## config.mk

```make
export PLATFORM = sky130hd
export DESIGN_NAME = tts_front
export DESIGN_NICKNAME = d
export VERILOG_FILES = /design/src/rtl/core/tts_pkg.sv /design/src/rtl/core/tts_front.sv
export SDC_FILE = /design/constraint.sdc
export NUM_CORES = 1
export LEC_CHECK = 0
export BUFFER_PORTS_ARGS = -buffer_cell sky130_fd_sc_hd__buf_2
export CORE_MARGIN = 8
export CORE_UTILIZATION = 45
export CTS_CLUSTER_SIZE = 40
export DETAILED_ROUTE_END_ITERATION = 7
export PLACE_DENSITY_LB_ADDON = 0.3
export SYNTH_ARGS = -nofsm -noshare
export SYNTH_HDL_FRONTEND = slang
export SYNTH_SLANG_ARGS = --single-unit
```

## constraint.sdc

```tcl
create_clock -name clock -period 9.1 [get_ports clock]
set_input_delay 0 -clock clock [delete_from_list [all_inputs] [get_ports clock]]
set_output_delay 0 -clock clock [all_outputs]
set_load 0.02 [all_outputs]
```

## src/rtl/core/tts_pkg.sv

```systemverilog
// shared types, constants and arithmetic helpers of the tridiagonal solver
package tts_pkg;

   localparam int MAX_ROWS_DEFAULT = 64;
   localparam int WORD_W = 32;
   localparam int ROW_W = 6;

   typedef struct packed {
      logic signed [WORD_W-1:0] lower_coef;
      logic signed [WORD_W-1:0] diag_coef;
      logic signed [WORD_W-1:0] upper_coef;
      logic signed [WORD_W-1:0] rhs_value;
      logic last_row;
   } req_type;

   typedef struct packed {
      logic signed [WORD_W-1:0] solution_value;
      logic [ROW_W-1:0] row_index;
      logic pivot_floored;
      logic last_result;
   } rsp_type;

   function automatic logic signed [WORD_W-1:0] sat_50(input logic signed [49:0] v);
      logic signed [WORD_W-1:0] r;
      begin
         if (v > 50'sd2147483647) r = 32'sh7fffffff;
         else if (v < -50'sd2147483648) r = 32'sh80000000;
         else r = v[WORD_W-1:0];
         return r;
      end
   endfunction

endpackage

```

## src/rtl/core/tts_front.sv

```systemverilog
// input queue between the row port and the elimination engine
module tts_front (
   input  logic clock,
   input  logic reset,
   input  logic req_push,
   input  tts_pkg::req_type req_data,
   output logic req_full,
   input  logic take,
   output logic avail,
   output tts_pkg::req_type head
);
   tts_pkg::req_type q_ff [2];
   logic [1:0] cnt_ff, cnt_in;
   logic rd_ff, rd_in, wr_ff, wr_in;
   logic push_ok, pop_ok;

   assign push_ok = req_push && !req_full;
   assign pop_ok = take && avail;
   assign req_full = (cnt_ff == 2'd2);
   assign avail = (cnt_ff != 2'd0);
   assign head = q_ff[rd_ff];

   always_comb begin
      cnt_in = cnt_ff + 2'(push_ok) - 2'(pop_ok);
      rd_in = rd_ff ^ pop_ok;
      wr_in = wr_ff ^ push_ok;
   end

   always_ff @(posedge clock) begin
      if (push_ok) q_ff[wr_ff] <= req_data;
      if (reset) begin
         cnt_ff <= '0; rd_ff <= 1'b0; wr_ff <= 1'b0;
      end else begin
         cnt_ff <= cnt_in; rd_ff <= rd_in; wr_ff <= wr_in;
      end
   end
endmodule

```

======== Yosys cells after proc, flatten, opt, wreduce, memory -nomap -nowiden ========
Memories as Yosys holds them, arrays and structs flattened. A register that Yosys moved wholly into a read port is not among the register bits.
Index checks and enable logic that the tools add are counted.
word-level totals
  register bits ........................... 4
  bits in writable memories ............... 258
  input bits .............................. 133
  output and inout port bits .............. 131
  logic and storage cells ................. 16
  memories ................................ 1
memories
  name  words  bits a word  read ports  clocked after Yosys merged registers in  write ports  RTL line         RTL
  q_ff  2      129          1           1                                        1            tts_front.sv:12  tts_pkg::req_type q_ff [2];
operators by class
  add/subtract/negate cells ............... 2
  equal/unequal tests ..................... 1
  multiplexer cells ....................... 3
  bitwise gates (word level) .............. 2
  reduce and logical (&&, ||, !) cells .... 4
operator list
  kind                count
  $mux 1              3
  $add 2x1->2         1
  $eq 2x2->1 const B  1
  $logic_and 1x1->1   2
  $reduce_bool 2->1   1
  $sub 2x1->2         1
  $xor 1x1->1         2
  $logic_not 1->1     1

======== Longest topological paths before layout ========
  depth after elaboration ................. 5
  gate-level depth with buffers ........... 7

======== Worst setup path after synthesis ========
OpenSTA, ideal clock, no wires.
  path type ............................... register to register
  start ................................... reg cnt_ff[0]
  end ..................................... mem q_ff[1][0] (netlist bit) (enable)
  library setup time ...................... 504 ps
  arrival time ............................ 3641 ps
  required time ........................... 8596 ps
  setup slack ............................. 4954 ps
  stages on the path, launching flop included .. 4
  clock period less this slack ............ 4146 ps
  path through ............................ dfxtp_1 > nand2b_1 > and2_1 > ha_1
between the ends
  cells in the longest elaborated chain, start to end .. 5
RTL lines
  item                          RTL line         RTL
  from (decl)                   tts_front.sv:13  logic [1:0] cnt_ff, cnt_in;
  from (signal assigned)        tts_front.sv:34  cnt_ff <= cnt_in; rd_ff <= rd_in; wr_ff <= wr_in;
  $eq 2x2->1                    tts_front.sv:19  assign req_full = (cnt_ff == 2'd2);
  $logic_not 1->1               tts_front.sv:17  assign push_ok = req_push && !req_full;
  $logic_and 1x1->1             tts_front.sv:17
  $mux 1                        tts_front.sv:30  if (push_ok) q_ff[wr_ff] <= req_data;
  $mux 1 (implied by the code)  tts_front.sv:30
  to (decl)                     tts_front.sv:12
Every way passes these cells.

==> flow_summary.toml <==
[detailed_routing]
drt_wl_total_mm = 21.16
wire_per_inst_um = 18.68
drtPass1Iterations = 4
vias = 5382
avgViaCountPerCell = 4.750
drtAntennaViolNets = 0
remaining_drc_errors = 0
first_iter_violations = 252

[timing]
maxSlewViolCount = 0
clock_skew_ns = 0.007843
layout_min_cycle_time_ns = 2.938
fin_crit_sh = 0.3229
slew_headroom = 0.3590
rsz0062_at_grt = "false"
worst_slack_ns = 6.162
max_freq_mhz = 340.3
setup_viol = 0
fin_tns_setup_ns = 0
worst_pin_slew_ns = 0.9615
hold_violations = 0

[clocking]
numCtsBuffers = 26
post-cts-setup-buffers = 0
post_cts_resized = 0
ctsHoldBuffers = 132
cts.sinks = 262
cts.htree.levels = 1
cts_tree = "built"
cts.path.max_buffers = 3
clk_pin_slew_ns = 0.06
clk_latency_ns = 0.51
cts_root_buf = "clkbuf_16"

[worst_setup_path]
arrival_ns = 2.94
cp.required_ns = 9.10
rr_worst_depth = 4
end_kind = "output port"
r2r_slack_ns = 6.33
r2r_end = "q_ff[1][39]"
cp-start-kind = "flop"
crit_fanout = 72
worst_r2r_startpoint = "cnt_ff[0]"
path_class = "flop to output port"

[synthesis]
synth_top_area_frac = 0.8098
synthTopCellsByArea = "edfxtp_1 (81%), mux2_2 (15%), buf_6 (1.2%), dfxtp_1 (0.84%), ha_1 (0.52%)"
yosysMostFrequentCell = "edfxtp_1"
yosysUniqueCellTypes = 15
synth_edf_count = 258
yosysSeqAreaShare = 0.8182
ys_warn_count = 0
netlist_area_mm2 = 0.009567
ys_top_cells_by_count = "edfxtp_1 (258), mux2_2 (130), buf_6 (10)"
syn_inst = 425
ys.flop_type = "edfxtp_1"
syn_avg_cell_area_um2 = 22.51
syn-num-nets = 562
ys_ff_latch = 262
synthArstFlopShare = 0
synth_largest_area_cell = "edfxtp_1"

[job]
maxCapViolCount = 0

[final_layout]
nets = 973
area_delta_synth_final_pct = 39.50
final_util = 0.6369
drive_above_1_share = 0.5129

[run_status]
status = "finished clean"

[floorplan]
die_h_um = 161.8
core_area_mm2 = 0.02096
num_io_pins = 264
start_util = 0.4565
die_x_um = 161.8
die-area_mm2 = 0.02618
rows = 53

[global_routing]
antenna_found_initial = 3
grtUsageTotal = 0.1558
grt_max_degree = 73
grt_pass1_wl_mm = 32.35
gr-total-overflow = 0
grt_pass1_vias = 6012

[place]
gp_routability_congestion = 0.7598
hpwlAfterDp_mm = 13.24
pre_cts_slack_ns = 6.270
portBuffers = 263

[min_path]
min_path_cells = 5
hold_class = "input port to flop"
hold_start = "req_push"
hold_path_end = "cnt_ff[1]"

[pwr]
leakagePower_nw = 5.035
power.density_mw_per_mm2 = 267.6
power.total_mw = 3.571
peakVddDrop_mv = 0.1825
==> logic make-up (layout without fill, tap and decap cells) <==
| group | count (synthesis) | in the layout | synth area share |
|---|---|---|---|
| flops | 262 | 262 | 0.8182 |
| simple gates | 9 | 9 | 0.004840 |
| other cells | 0 | 2 | 0 |
| fa+ha+maj | 4 | 4 | 0.005232 |
| compound gates | 1 | 1 | 0.0007850 |
| buf+inv | 18 | 449 | 0.01556 |
| mux | 130 | 130 | 0.1530 |
| xor+xnor | 1 | 1 | 0.002354 |
==> worst max path at each step <==
stage                     startpoint          end  depth (start not counted)
after global placement     cnt_ff[0]  q_ff[1][42]                          4
final                          rd_ff    head[122]                          3
after global routing           rd_ff     head[60]                          3
after floorplan            cnt_ff[0]   q_ff[1][0]                          3
after detailed placement   cnt_ff[0]  q_ff[1][42]                          4
after CTS                      rd_ff    head[118]                          3
==> area by class of cell <==
class / instances / area, um2
Sequential cell: 262 / 7831
Fill cell: 1467 / 7610
Timing Repair Buffer: 398 / 2660
Multi-Input combinational cell: 145 / 1615
Clock buffer: 32 / 694.4
Tap cell: 275 / 344.1
Clock inverter: 16 / 183.9
Inverter: 3 / 11.26
Antenna cell: 2 / 5.005
==> metal layers <==
layer  wire length, um  track usage  vias up  part of all wire
met5                11            0        -           0.00052
met1              8095       0.1753     2635              0.38
met4               496      0.05177        2             0.023
met3              1527      0.04201       33             0.072
met2             11030       0.2809      201              0.52
li1                  -            -     2511                 -
==> report_power, final <==
| part | switching (mW) | total, mW | internal [mW] |
|---|---|---|---|
| Clock | 0.424 | 1.08 | 0.656 |
| Combinational | 0.522 | 0.890 | 0.368 |
| Sequential | 0.0675 | 1.60 | 1.53 |
| Total | 1.01 | 3.57 | 2.56 |
==> cell usage in the layout (no fill, tap or decap), drive strengths merged <==
cell / count
clkinvlp: 2
buf: 266
o21a: 1
clkbuf: 32
diode: 2
ha: 4
dlygate4sd3: 132
dfxtp: 4
edfxtp: 258
nor2: 3
bufinv: 4
nor2b: 2
xnor3: 1
mux2: 130
inv: 3
nand2b: 1
clkinv: 10
or2: 1
and2: 1
nand2: 1
==> state kept, by name (all words and copies together) (netlist names) <==
| name | flops |
|---|---|
| cnt_ff | 2 |
| q_ff | 258 |
| rd_ff | 1 |
| wr_ff | 1 |
==> worst max-delay path, stage by stage (launching register included) <==
cell     delay, ns
dfxtp_4       0.86
buf_4         0.83
mux2_2        0.44
buf_2         0.17
==> metrics by stage <==
stage                     cell area, um2  hold slack (ns)  instances
after global routing               13350           0.1470       1133
after floorplan                     9567          0.06669        425
after detailed placement           11140           0.1911        951
after CTS                          13340           0.1167       1131
after global placement             11140           0.1878        951
final                              13350           0.1251       1133
No activity file was read; power rests on OpenSTA's default activity.
